--- config.mk ---
export PLATFORM = sky130hd
export DESIGN_NAME = bffm_ctrl
export DESIGN_NICKNAME = d
export VERILOG_FILES = /design/src/design/bffm_pkg.sv /design/src/design/bffm_ctrl.sv
export VERILOG_INCLUDE_DIRS = /design/src /design/src/design
export SDC_FILE = /design/constraint.sdc
export NUM_CORES = 1
export LEC_CHECK = 0
export BUFFER_PORTS_ARGS = -buffer_cell sky130_fd_sc_hd__buf_2
export CAP_MARGIN = 0
export CORE_MARGIN = 4
export CORE_UTILIZATION = 48
export DETAILED_ROUTE_END_ITERATION = 6
export PLACE_DENSITY = 0.8
export SYNTH_ARGS = -nofsm -noshare
export SYNTH_HDL_FRONTEND = slang
export SYNTH_SLANG_ARGS = --single-unit
--- constraint.sdc ---
create_clock -name clk_i -period 4.4 [get_ports clk_i]
set_input_delay 0.44 -clock clk_i [delete_from_list [all_inputs] [get_ports clk_i]]
set_output_delay 0.44 -clock clk_i [all_outputs]
set_load 0.01 [all_outputs]
--- src/design/assert_macros.svh ---
// Assertion helpers shared by the flood-fill RTL.
// Every user must have clk_i and rst_ni (active low) in scope.
`ifndef ASSERT_MACROS_SVH
`define ASSERT_MACROS_SVH

// Property checked at each rising clock edge, ignored while reset is held.
`define ASSERT_CLK(label, prop) \
  label: assert property (@(posedge clk_i) disable iff (!rst_ni) prop) \
    else $error("assertion failed");

// Condition that must never be seen at a clock edge outside reset.
`define ASSERT_NEVER(label, expr) \
  `ASSERT_CLK(label, !(expr))

`endif

--- src/design/bffm_pkg.sv ---
`timescale 1ns / 1ps
// Shared types and constants of the flood-fill block.
// No dependencies; used by bffm_ctrl, bffm_dp and the top level.
package bffm_pkg;

  // Item opcodes
  localparam logic [1:0] OP_LOAD  = 2'd0;
  localparam logic [1:0] OP_FILL  = 2'd1;
  localparam logic [1:0] OP_QUERY = 2'd2;

  // Port field widths
  localparam int unsigned OPCODE_W = 2;
  localparam int unsigned COORD_W  = 7;
  localparam int unsigned COUNT_W  = 15;
  localparam logic [COUNT_W-1:0] COUNT_MAX = 15'h7FFF;

  // Coordinates widened so that image sizes up to 1024 compare cleanly
  localparam int unsigned COORD_EXT_W = 11;

  // Direction counter: runs 0..8
  localparam int unsigned DIR_W = 4;
  localparam logic [DIR_W-1:0] DIRS_FOUR  = 4'd4;
  localparam logic [DIR_W-1:0] DIRS_EIGHT = 4'd8;

  // Step codes per axis
  typedef logic [1:0] step_t;
  localparam step_t STEP_ZERO = 2'd0;
  localparam step_t STEP_POS  = 2'd1;
  localparam step_t STEP_NEG  = 2'd3;

  // Orthogonal neighbours first, diagonals after
  localparam step_t STEP_DC [8] = '{STEP_POS, STEP_NEG, STEP_ZERO, STEP_ZERO,
                                    STEP_POS, STEP_POS, STEP_NEG, STEP_NEG};
  localparam step_t STEP_DR [8] = '{STEP_ZERO, STEP_ZERO, STEP_POS, STEP_NEG,
                                    STEP_POS, STEP_NEG, STEP_POS, STEP_NEG};

  // Controller to datapath commands
  typedef struct packed {
    logic sweep_wr;    // clear one visited entry after reset
    logic item_acc;    // load / query / unused item taken
    logic is_load;
    logic is_query;
    logic fill_acc;    // fill item taken: capture start pixel
    logic clr_reset;   // restart the mask clear pointer
    logic clr_rd;      // read queue entry to clear
    logic clr_wr;      // clear visited bit of that entry
    logic tail_clr;    // empty the queue
    logic start_rd;    // read wall bit of start pixel
    logic start_mark;  // mark and enqueue start pixel
    logic pop_rd;      // read queue head
    logic cen_load;    // take head as centre pixel
    logic nbr_rd;      // read wall and visited of neighbour
    logic nbr_mark;    // mark and enqueue neighbour
    logic dir_inc;
    logic s1_out;      // move load/query result into output register
    logic res_load;    // move fill result into output register
    logic abort;
  } cmd_t;

  // Datapath to controller status
  typedef struct packed {
    logic sweep_last;
    logic clr_done;
    logic start_inside;
    logic start_wall;
    logic queue_empty;
    logic center_corner;
    logic dir_done;
    logic nbr_inside;
    logic nbr_free;
  } stat_t;

endpackage

--- src/design/bffm_ctrl.sv ---
`timescale 1ns / 1ps
// Flood-fill sequencer: handshakes, result staging and walk control.
// Depends on bffm_pkg and assert_macros.svh.
`include "assert_macros.svh"
module bffm_ctrl (
  input  logic                          clk_i,
  input  logic                          rst_ni,
  input  logic                          in_valid_i,
  output logic                          in_ready_o,
  input  logic [bffm_pkg::OPCODE_W-1:0] opcode_i,
  output logic                          out_valid_o,
  input  logic                          out_ready_i,
  input  bffm_pkg::stat_t               stat_i,
  output bffm_pkg::cmd_t                cmd_o
);

  localparam logic [3:0] S_RSWEEP = 4'd0;
  localparam logic [3:0] S_IDLE   = 4'd1;
  localparam logic [3:0] S_CLR_RD = 4'd2;
  localparam logic [3:0] S_CLR_WR = 4'd3;
  localparam logic [3:0] S_START  = 4'd4;
  localparam logic [3:0] S_SCHK   = 4'd5;
  localparam logic [3:0] S_POP    = 4'd6;
  localparam logic [3:0] S_CEN    = 4'd7;
  localparam logic [3:0] S_NRD    = 4'd8;
  localparam logic [3:0] S_NCHK   = 4'd9;
  localparam logic [3:0] S_RESULT = 4'd10;

  logic [3:0] state_q, state_d;
  logic       abort_q, abort_d;
  logic       s1_valid_q, s1_valid_d;
  logic       out_valid_q, out_valid_d;
  logic       s1_adv, in_ready, accept;
  bffm_pkg::cmd_t cmd;

  assign s1_adv   = s1_valid_q && (!out_valid_q || out_ready_i);
  assign in_ready = (state_q == S_IDLE) && (!s1_valid_q || s1_adv);
  assign accept   = in_valid_i && in_ready;

  always_comb begin
    cmd         = '0;
    state_d     = state_q;
    abort_d     = abort_q;
    cmd.abort   = abort_q;
    cmd.s1_out  = s1_adv;
    unique case (state_q)
      S_RSWEEP: begin
        cmd.sweep_wr = 1'b1;
        if (stat_i.sweep_last) begin
          state_d = S_IDLE;
        end
      end
      S_IDLE: begin
        if (accept) begin
          if (opcode_i == bffm_pkg::OP_FILL) begin
            cmd.fill_acc  = 1'b1;
            cmd.clr_reset = 1'b1;
            abort_d       = 1'b0;
            state_d       = S_CLR_RD;
          end else begin
            cmd.item_acc = 1'b1;
            cmd.is_load  = (opcode_i == bffm_pkg::OP_LOAD);
            cmd.is_query = (opcode_i == bffm_pkg::OP_QUERY);
          end
        end
      end
      S_CLR_RD: begin
        if (stat_i.clr_done) begin
          if (abort_q) begin
            cmd.tail_clr = 1'b1;
            state_d      = S_RESULT;
          end else begin
            state_d = S_START;
          end
        end else begin
          cmd.clr_rd = 1'b1;
          state_d    = S_CLR_WR;
        end
      end
      S_CLR_WR: begin
        cmd.clr_wr = 1'b1;
        state_d    = S_CLR_RD;
      end
      S_START: begin
        cmd.tail_clr = 1'b1;
        if (stat_i.start_inside) begin
          cmd.start_rd = 1'b1;
          state_d      = S_SCHK;
        end else begin
          state_d = S_RESULT;
        end
      end
      S_SCHK: begin
        if (stat_i.start_wall) begin
          state_d = S_RESULT;
        end else begin
          cmd.start_mark = 1'b1;
          state_d        = S_POP;
        end
      end
      S_POP: begin
        if (stat_i.queue_empty) begin
          state_d = S_RESULT;
        end else begin
          cmd.pop_rd = 1'b1;
          state_d    = S_CEN;
        end
      end
      S_CEN: begin
        if (stat_i.center_corner) begin
          // corner reached: wipe the mask before reporting
          abort_d       = 1'b1;
          cmd.clr_reset = 1'b1;
          state_d       = S_CLR_RD;
        end else begin
          cmd.cen_load = 1'b1;
          state_d      = S_NRD;
        end
      end
      S_NRD: begin
        if (stat_i.dir_done) begin
          state_d = S_POP;
        end else if (stat_i.nbr_inside) begin
          cmd.nbr_rd = 1'b1;
          state_d    = S_NCHK;
        end else begin
          cmd.dir_inc = 1'b1;
        end
      end
      S_NCHK: begin
        cmd.nbr_mark = stat_i.nbr_free;
        cmd.dir_inc  = 1'b1;
        state_d      = S_NRD;
      end
      S_RESULT: begin
        if (!out_valid_q || out_ready_i) begin
          cmd.res_load = 1'b1;
          state_d      = S_IDLE;
        end
      end
      default: begin
        state_d = S_IDLE;
      end
    endcase
  end

  always_comb begin
    s1_valid_d = s1_valid_q;
    if (cmd.item_acc) begin
      s1_valid_d = 1'b1;
    end else if (s1_adv) begin
      s1_valid_d = 1'b0;
    end
    out_valid_d = out_valid_q;
    if (s1_adv || cmd.res_load) begin
      out_valid_d = 1'b1;
    end else if (out_ready_i) begin
      out_valid_d = 1'b0;
    end
  end

  always_ff @(posedge clk_i or negedge rst_ni) begin
    if (!rst_ni) begin
      state_q     <= S_RSWEEP;
      abort_q     <= 1'b0;
      s1_valid_q  <= 1'b0;
      out_valid_q <= 1'b0;
    end else begin
      state_q     <= state_d;
      abort_q     <= abort_d;
      s1_valid_q  <= s1_valid_d;
      out_valid_q <= out_valid_d;
    end
  end

  assign in_ready_o  = in_ready;
  assign out_valid_o = out_valid_q;
  assign cmd_o       = cmd;

  // a load/query result never sits in the staging register during a fill
  `ASSERT_CLK(a_no_s1_in_fill,
              (state_q != S_IDLE && state_q != S_RSWEEP) |-> !s1_valid_q)
  // the post-reset clear runs once only
  `ASSERT_CLK(a_sweep_once, (state_q != S_RSWEEP) |=> (state_q != S_RSWEEP))

endmodule

# Word-level counts from Yosys, hierarchy flattened
# Index checks and enable logic that the tools add are counted.
totals:
  regBits: 7
  inputBits: 15
  output_inout_bits: 21
  word_cells: 88
classes:
  eq_ne: 18
  n_mux: 51
  n_reduce_logical: 15
op_table:
  columns: ["op", "count"]
  rows:
  - ["$mux W4", 13]
  - ["$pmux W4 S11", 1]
  - ["$mux W1", 30]
  - ["$eq A4 B3 Y1 const B", 4]
  - ["$eq A4 B4 Y1 const B", 3]
  - ["$eq A4 B2 Y1 const B", 2]
  - ["$ne A2 B2 Y1 const B", 4]
  - ["$pmux W1 S2", 4]
  - ["$reduce_bool A2 Y1", 3]
  - ["$mux W5", 1]
  - ["$reduce_and A5 Y1", 1]
  - ["$eq A4 B1 Y1 const B", 1]
  - ["$logic_not A4 Y1", 1]
  - ["$reduce_and A4 Y1", 1]
  - ["$logic_and A1 B1 Y1", 3]
  - ["$logic_or A1 B1 Y1", 3]
  - ["$mux W3", 1]
  - ["$ne A3 B3 Y1 const B", 1]
  - ["$eq A2 B1 Y1 const B", 1]
  - ["$eq A2 B2 Y1 const B", 1]
  - ["$logic_not A1 Y1", 2]
  - ["$logic_not A2 Y1", 1]
  - ["$mux W2", 1]
  - ["$ne A2 B1 Y1 const B", 1]

# Logic depth before layout (Yosys ltp)
# Gate-level depths: netlist of the first run.
depth:
  ltp_word: 9
  mapped_depth: 6
  ltp_nobuf: 4

# Worst setup path after synthesis of the first run
# No wires, ideal clock.
synth_path:
  kind: "register to output"
  from: "register state_q[1]"
  to: "output port cmd_o[15] (netlist bit)"
  arrival_ns: 1.665
  required_ns: 3.960
  setup_slack_ns: 2.295
  path_stages_with_launch: 6
  path_buffers: 1
  cell_sequence: "dfrtp_1 buf_6 or4b_4 a21oi_2 nand2_1 nor3b_1"
synth_rtl:
  columns: ["item", "line", "text"]
  rows:
  - ["start: declaration", "bffm_ctrl.sv:29", "logic [3:0] state_q, state_d;"]
  - ["start signal: assignment", "bffm_ctrl.sv:169", "state_q <= state_d;"]
  - ["end: declaration", "bffm_ctrl.sv:14", "output bffm_pkg::cmd_t cmd_o"]

==> results of run 1 <==
-- synthesized netlist by cell type (3+ instances only) --
library cell,n
nor2_1,3
buf_4,3
inv_1,7
nor4b_1,3
clkbuf_1,5
nand2b_1,4
o21ai_0,3
nand2_1,8
and3_1,3
a21oi_1,4
nor3_1,5
or3_1,4
dfrtp_1,7
nor4_1,4
nor2b_1,7
-- cell usage in the layout, fill, tap and decap left out, drive strengths merged, types with 2 or more instances in the layout --
| cell type | count |
|---|---|
| nor4b | 3 |
| inv | 7 |
| nand2b | 4 |
| nor4bb | 2 |
| nand2 | 8 |
| nor4 | 4 |
| and3 | 3 |
| o21ai | 3 |
| buf | 35 |
| nor3 | 6 |
| a211oi | 2 |
| clkbuf | 4 |
| a21oi | 5 |
| nor2b | 7 |
| nor2 | 3 |
| a31oi | 2 |
| dfrtp | 7 |
| o311ai | 2 |
| or3 | 4 |
-- flip-flops by register name, indices dropped and copies added (netlist names) --
name / cells
abort_q: 1
out_valid_o: 1
s1_valid_q: 1
state_q: 4
-- metal layers --
layer	wire length, um	GRT usage
met1	926	0.2897
met2	946	0.3035
met3	115	0.01149
met4	44	0.1160
met5	0	0
-- area by class of cell --
class,count,share of cell area
clock buffers,4,0.02945
inverters,7,0.02945
multi-input cells,73,0.5273
flip-flops and latches,7,0.1964
well taps,15,0.02104
repair buffers,35,0.1964
-- worst reg2reg max path, stage by stage (launching register included) --
cell and delay (ns):
dfrtp_1 0.71, or4b_4 0.56, a31o_1 0.24, nor4bb_1 0.16
a32oi_1 0.25
-- power breakdown --
part           internal, mW  total (mW)  leakage (nW)  switching (mW)
sequential           0.0927       0.184        0.0890          0.0917
combinational         0.138       0.293         0.354           0.155
clock                0.0347      0.0603        0.0150          0.0255
total                 0.265       0.538         0.458           0.272
-- final timing paths --
check	startpoint	to	cells after the start
max in group asynchronous	rst_ni	state_q[2]	1
max reg2reg	state_q[0]	state_q[3]	4
min	rst_ni	out_valid_o	1
min reg2reg	s1_valid_q	out_valid_o	1
max	state_q[0]	cmd_o[15]	5
min in group clk_i	in_valid_i	s1_valid_q	3
-- metrics by stage --
stage	instances	hold WS [ns]
after floorplan	97	0.1444
after global placement	137	0.2770
after detailed placement	137	0.2765
after CTS	141	0.0004934
after global routing	141	0.01071
final	141	0.002409
-- kinds of logic (layout without fill, tap and decap cells) --
logic type             after synthesis  in the layout
AND/OR/NAND/NOR                     51             51
AO/OA/AOI/OAI                       22             22
buffers and inverters               17             46
flip-flops                           7              7
==> flow_summary.yaml, run 1 <==
floorplan:
  rows: 13
  dieArea_mm2: 0.002208
  io_pins: 36
  die_y_um: 46.99
  initial_core_util: 0.5339
  core_area_mm2: 0.001366
  die_w_um: 46.99
clock_tree:
  clock_sinks: 7
  post_cts_resized: 0
  clk_latency_ns: 0.25
  clk_pin_slew_ns: 0.05
  ctsHtreeMaxLevel: 1
  post_cts_buffers: 0
  cts_root_buf: "clkbuf_4"
  cts_tree: "built"
  clockBufferDepth: 2
  hold_buffers: 0
  cts_buffers: 3
global_route:
  grt_pass1_vias: 725
  globalRouteOverflowTotal: 0
  antenna_found_initial: 0
  grtUsageTotal: 0.2037
  grt_max_degree: 24
  grt_pass1_wl_um: 3215
hold_path:
  hold_class: "primary input to async pin"
sta:
  min_period_over_period: 0.5827
  setup_ws_ns: 1.836
  slew_headroom: 0.6109
  rsz0062_at_grt: "false"
  finalCriticalPeriod_ns: 2.564
  setup_viol: 0
  fmax_mhz: 390.1
  tightest_slew_ns: 0.5836
  slew_violations: 0
  fin_worst_skew_ns: 0.001281
  setup-tns-final_ns: 0
  hold_violations: 0
layout:
  stdcell_area_um2: 892.1
  utilization: 0.6529
  drive_above_1_share: 0.3254
  area_growth_pct: 22.30
  final_nets: 142
  n_fill_cell: 133
  seq_area_um2: 175.2
  antenna_cells: 0
  multi_input_area_um2: 470.5
logic_synthesis:
  synth-compound-area-share: 0.2127
  synthSimpleGateAreaFrac: 0.4322
  ys_seq_area_frac: 0.2401
  syn_nets: 112
  synthCells: 97
  synth_area_per_cell_um2: 7.520
  synth_edf_count: 0
  synth.area.mux_share: 0
  synthTopCellsByArea: "dfrtp_1 (24%), nor2b_1 (6.0%), nand2_1 (4.1%), inv_1 (3.6%), nor4b_1 (3.6%)"
  ys_ff_latch: 7
  ys.flop_type: "dfrtp_1"
  synth_top_cell_by_area: "dfrtp_1"
  syn_area_um2: 729.5
  synth-async-reset-ratio: 1.000
  synthAdderAreaFrac: 0
  synth_top_family_by_area: "simple AND/OR/NAND/NOR gates"
  synth_xor_area_frac: 0
  synth_warnings: 0
  yosys.area.top_type_share: 0.2401
  yosys.cell_types.count: 38
setup_path:
  crit_slowest_cell: "dfrtp_1"
  r2r_slack_ns: 2.39
  cp-end-kind: "output port"
  critPathKind: "flip-flop to output port"
  crit_buf_inv: 1
  max_stage_delay_ns: 0.71
  crit_chain: "or4b_4 -> a21oi_2 -> nand2_1 -> nor3b_1 -> buf_2"
  worst_setup_path_start_kind: "flip-flop"
  crit_fanout: 23
  crit_family: "simple AND/OR/NAND/NOR gates"
  crit_arrival_ns: 2.12
  cp.required_ns: 3.96
routing:
  via_per_inst: 5.901
  vias: 832
  wire_per_inst_um: 14.42
  dr.pass1.iters: 4
  antenna_left: 0
  drc: 0
  wl_um: 2033
  drt-initial-drc-count: 24
power:
  vdd_ir_drop_max_mv: 0.3427
  power_mw: 0.5375
  power.leakage_nw: 0.4577
  power.density_mw_per_mm2: 602.5
place:
  hpwlAfterDp_um: 1530
  io_buffers: 35
  postPlaceCellArea_um2: 865.8
  dpl_worst_slack_ns: 2.113
  place.gp.congestion: 0.8777
status:
  status: "finished clean"
run:
  drv_cap: 0
No activity file was read; power rests on OpenSTA's default activity.
==> run 2, diff against run 1 <==
- CORE_UTILIZATION: 48 -> 40
- PLACE_DENSITY: 0.8 -> 0.71
- clock period: 4.4 -> 2.05 ns (I/O delays scaled with it)
==> run 2 against run 1 <==
  * Non-clock buffer count grew 9
  * Sequential share of layout area fell by 2.0 points
  * Power increased by 140%
  * Clock skew rose by 0.0026 ns
  * Routed wire length grew 5.6%
  * Global-route usage down 3.9 points
  * Die area is 16% higher
  * Cell count grew 13%
  * Combinational power rose to 3.0 times the previous value
  * First-iteration DRC count down 17%
  * Flip-flop and latch count is the same
==> flow_summary.yaml, run 2 (synthesis gave the netlist of run 1 again) <==
power:
  seqPwrFrac: 0.207
  power.leakage_nw: 0.5033
  switching_share: 0.4750
  p_int_mw: 0.6727
  power.density_mw_per_mm2: 1282
  vdd_ir_drop_max_mv: 0.5112
  pwr-share-clk: 0.097
  pwr-share-comb: 0.696
  p_sw_mw: 0.6087
setup_path:
  cp-end-kind: "output port"
  worst_setup_path_start_kind: "flip-flop"
  r2r_end: "state_q[1]"
  crit_arrival_ns: 1.77
  r2r_cells: 6
  r2r-start: "state_q[0]"
  startpoint: "state_q[1]"
  cp.required_ns: 1.85
  crit_fanout: 3
  critPathKind: "flip-flop to output port"
  r2r_slack_ns: 0.35
global_route:
  antenna_found_initial: 0
  grt_pass1_vias: 811
  grt_pass1_wl_um: 3374
  grtUsageTotal: 0.1651
  globalRouteOverflowTotal: 0
  grt_max_degree: 18
clock_tree:
  clk_pin_slew_ns: 0.05
  cts_buffers: 3
  cts_tree: "built"
  ctsHtreeMaxLevel: 1
  clk_latency_ns: 0.25
  clock_sinks: 7
  cts_root_buf: "clkbuf_4"
  clockBufferDepth: 2
floorplan:
  core_area_mm2: 0.001727
  rows: 15
  dieArea_mm2: 0.002571
  initial_core_util: 0.4225
  die_w_um: 50.71
  die_y_um: 50.71
  io_pins: 36
layout:
  utilization: 0.5790
  instances_no_fill: 160
  drive_above_1_share: 0.3926
  final_common_cell: "buf_2"
  n_fill_cell: 172
  largest-register: "state_q"
  area_growth_pct: 37.05
  stdcell_area_um2: 999.7
  final_cell_mix: "buf_2 (35), nand2_1 (8), buf_4 (8)"
  final_nets: 151
  antenna_cells: 0
  largest_reg_flops: 4
place:
  place.gp.congestion: 0.7753
  dp.cells: 152
  dpl_worst_slack_ns: 0.2702
  io_buffers: 35
  postPlaceCellArea_um2: 915.9
  hpwlAfterDp_um: 1625
routing:
  drc: 0
  drt-initial-drc-count: 20
  wire_per_inst_um: 13.41
  vias: 877
  via_per_inst: 5.481
  dr.pass1.iters: 4
  antenna_left: 0
  wl_um: 2146
hold_path:
  worstHoldPathCells: 3
  whs_endpoint: "s1_valid_q"
  hold_class: "primary input to flip-flop"
  min_from: "in_valid_i"
sta:
  finalCriticalPeriod_ns: 1.976
  hold_violations: 0
  fin_worst_skew_ns: 0.003871
  min_period_over_period: 0.9639
  slew_headroom: 0.6550
  setup_viol: 0
  tightest_slew_ns: 0.5045
  fmax_mhz: 506.1
  slew_violations: 0
  setup_ws_ns: 0.07404
run:
  drv_cap: 0
status:
  status: "finished clean"
==> run 2: cell count changes in the layout (fill, tap and decap cells not counted) <==
cell	change
buf_4	+8
a21oi_2	-1
a21oi_4	+1
and3_1	-1
and3_4	+1
dfrtp_1	-1
dfrtp_2	+1
dlygate4sd3_1	+1
nor3b_1	-1
nor3b_2	+1
nor4b_1	-1
nor4b_2	+1
==> run 2: worst max-delay path by stage <==
stage	to	slack, ns	cells past startpoint
after floorplan	cmd_o[15]	0.18	5
after global placement	cmd_o[13]	0.31	5
after detailed placement	cmd_o[13]	0.27	5
after CTS	cmd_o[13]	0.04	5
after global routing	cmd_o[13]	-0.0009	5
final	cmd_o[13]	0.07	5
==> run 2: metrics by stage <==
step                      hold slack [ns]     TNS, ns  power (mW)
final                              0.2385           0       1.281
after global routing               0.2485  -0.0008543       1.383
after CTS                          0.2244           0       1.217
after detailed placement          0.04516           0       1.081
after global placement            0.04564           0       1.066
after floorplan                  -0.09059           0      0.8647
==> run 2: metal layers <==
metal	vias to the layer above	wire (um)	GRT usage
met5	-	0	0
met2	38	1077	0.3043
met3	0	157	0.02967
met1	402	911	0.1856
met4	0	0	0.06278
li1	437	-	-
==> run 2: power groups by stage <==
stage               clock network [mW]  registers (mW)  logic (mW)
CTS                              0.129           0.266       0.822
global route                     0.133           0.275       0.975
finish                           0.124           0.266       0.891
global placement                     0           0.264       0.802
detailed placement                   0           0.266       0.815
floorplan                            0           0.249       0.616
==> run 2: what timing repair did <==
action,CTS,global route
hold endpoints to repair,7,0
gates cloned,0,0
hold buffers,1,0
buffers inserted,0,3
gates resized for setup,1,4
setup endpoints to repair,1,3
==> run 2: area by class of cell <==
type,count,area (um2),area share
inverters,7,26.28,0.02628
well taps,25,31.28,0.03129
flip-flops and latches,7,176.4,0.1765
multi-input cells,73,494.2,0.4944
clock buffers,4,26.28,0.02628
repair buffers,44,245.2,0.2453
==> run 2: critical path, cell delays in order (launching register included) <==
cell and delay [ns]:
dfrtp_1 0.37, or4b_4 0.56, a21oi_4 0.15, and3_4 0.21, nand2b_1 0.10, buf_2 0.13
==> run 3, diff against run 2 <==
- CELL_PAD_IN_SITES_DETAIL_PLACEMENT: not set -> 2
- CELL_PAD_IN_SITES_GLOBAL_PLACEMENT: not set -> 2
- CORE_UTILIZATION: 40 -> 21
- PLACE_DENSITY: 0.71 -> not set
- PLACE_DENSITY_LB_ADDON: not set -> 0.1
==> run 3 against run 2 <==
  * Die area up 74%
  * Largest power group unchanged
  * Non-clock buffer count up 2
  * Utilization down 26 points
  * Clock skew down 0.0014 ns
==> flow_summary.yaml, run 3 (synthesis gave the netlist of run 1 again) <==
status:
  status: "finished clean"
hold_path:
  min_from: "in_valid_i"
  hold_class: "primary input to flip-flop"
routing:
  met3_wirelength_um: 108
  drc: 0
  drt-initial-drc-count: 14
  met1_length_um: 1210
  dr.pass1.iters: 3
  wire_per_inst_um: 15.23
  routed.top_layer: "met4"
  via_per_inst: 4.874
  wl_um: 2788
  vias: 892
  dr_wl_met2_um: 1460
  antenna_left: 0
clock_tree:
  clk_latency_ns: 0.24
  cts_buffers: 3
  clock_sinks: 7
  cts_root_buf: "clkbuf_4"
  clockBufferDepth: 2
  cts_tree: "built"
  clk_pin_slew_ns: 0.05
  ctsHtreeMaxLevel: 1
place:
  dpl_worst_slack_ns: 0.2819
  postPlaceCellArea_um2: 957.2
  io_buffers: 35
  place.gp.congestion: 0.7042
  dp.cells: 175
  hpwlAfterDp_um: 2224
floorplan:
  initial_core_util: 0.2186
  core_area_mm2: 0.003337
  io_pins: 36
  die_w_um: 66.94
  rows: 21
  die_y_um: 66.94
  dieArea_mm2: 0.004480
setup_path:
  startpoint: "state_q[3]"
  crit_arrival_ns: 1.79
  max_stage_delay_ns: 0.57
  cp-end-kind: "output port"
  critPathKind: "flip-flop to output port"
  crit_slowest_cell: "or4b_4"
  cp.required_ns: 1.85
  crit_fanout: 3
  r2r-start: "state_q[3]"
  crit_chain: "or4b_4 -> a21oi_4 -> and3_4 -> nand2b_4 -> buf_6"
  worst_setup_path_start_kind: "flip-flop"
power:
  pwr-share-clk: 0.091
  power.leakage_nw: 0.5171
  p_int_mw: 0.6903
  pwr-share-comb: 0.721
  switching_share: 0.4849
  seqPwrFrac: 0.188
  p_sw_mw: 0.6499
  power.density_mw_per_mm2: 1272
  vdd_ir_drop_max_mv: 0.2621
run:
  drv_cap: 0
layout:
  drive_above_1_share: 0.4015
  instances_no_fill: 183
  stdcell_area_mm2: 0.001054
  n_fill_cell: 426
  largest-register: "state_q"
  final_nets: 153
  final_common_cell: "buf_2"
  largest_reg_flops: 4
  final_cell_mix: "buf_2 (34), buf_4 (9)"
  area_growth_pct: 44.43
  antenna_cells: 0
sta:
  tightest_slew_ns: 0.5461
  slew_violations: 0
  fmax_mhz: 500.1
  setup_ws_ns: 0.05048
  setup_viol: 0
  min_period_over_period: 0.9754
  hold_violations: 0
  setup-tns-final_ns: 0
  whs_ns: 0.2484
  slew_headroom: 0.6265
  fin_worst_skew_ns: 0.002465
  finalCriticalPeriod_ns: 2.000
global_route:
  grt_max_degree: 18
  grtUsageTotal: 0.1331
  antenna_found_initial: 0
  grt_pass1_vias: 933
  globalRouteOverflowTotal: 0
  grt_pass1_wl_um: 4588
## run 3: stage by stage
step                        util  total power [mW]
final                     0.3157             1.340
after global placement    0.2868             1.152
after CTS                 0.2977             1.308
after detailed placement  0.2868             1.174
after floorplan                -            0.8647
after global routing      0.3157             1.477
## run 3: what timing repair did
| item | CTS | global route |
|---|---|---|
| setup endpoints to repair | 0 | 5 |
| setup buffers | 0 | 3 |
| hold endpoints to repair | 7 | 0 |
| hold buffers | 1 | 0 |
| resized for setup | 0 | 7 |
## run 3: area by class of cell
class | instances | area [um2] | share of cell area
Inverter | 7 | 26.28 | 0.02494
Clock buffer | 4 | 26.28 | 0.02494
Tap cell | 46 | 57.56 | 0.05463
Sequential cell | 7 | 175.2 | 0.1663
Timing Repair Buffer | 46 | 270.3 | 0.2565
Multi-Input combinational cell | 73 | 498.0 | 0.4727
## run 3: layer usage
| metal | track usage | up-vias |
|---|---|---|
| met4 | 0.03038 | 0 |
| met5 | 0 | - |
| met2 | 0.2240 | 19 |
| met3 | 0.02361 | 2 |
| li1 | - | 439 |
| met1 | 0.1749 | 432 |
## run 3: worst paths after layout
kind                              endpoint  slack (ns)  cells past startpoint
worst max-delay path             cmd_o[13]        0.05                      5
min in group asynchronous       state_q[2]        0.32                      2
max in group asynchronous       state_q[0]        1.57                      2
worst min-delay path            s1_valid_q        0.25                      3
worst max register to register  state_q[3]        0.28                      5
worst min register to register  s1_valid_q        0.59                      2
## run 3: power groups by stage
| stage | clock [mW] | sequential (mW) | combinational [mW] |
|---|---|---|---|
| floorplan | 0 | 0.249 | 0.616 |
| global placement | 0 | 0.245 | 0.907 |
| detailed placement | 0 | 0.252 | 0.923 |
| CTS | 0.129 | 0.250 | 0.928 |
| global route | 0.139 | 0.263 | 1.08 |
| finish | 0.122 | 0.252 | 0.967 |
## run 3: worst max-delay path: cells and delay by family (launching register included)
kind,cells,cell delay (ns)
AND/OR/NAND/NOR,3,0.90
flip-flops,1,0.38
AO/OA/AOI/OAI,1,0.16
buffers and inverters,1,0.10
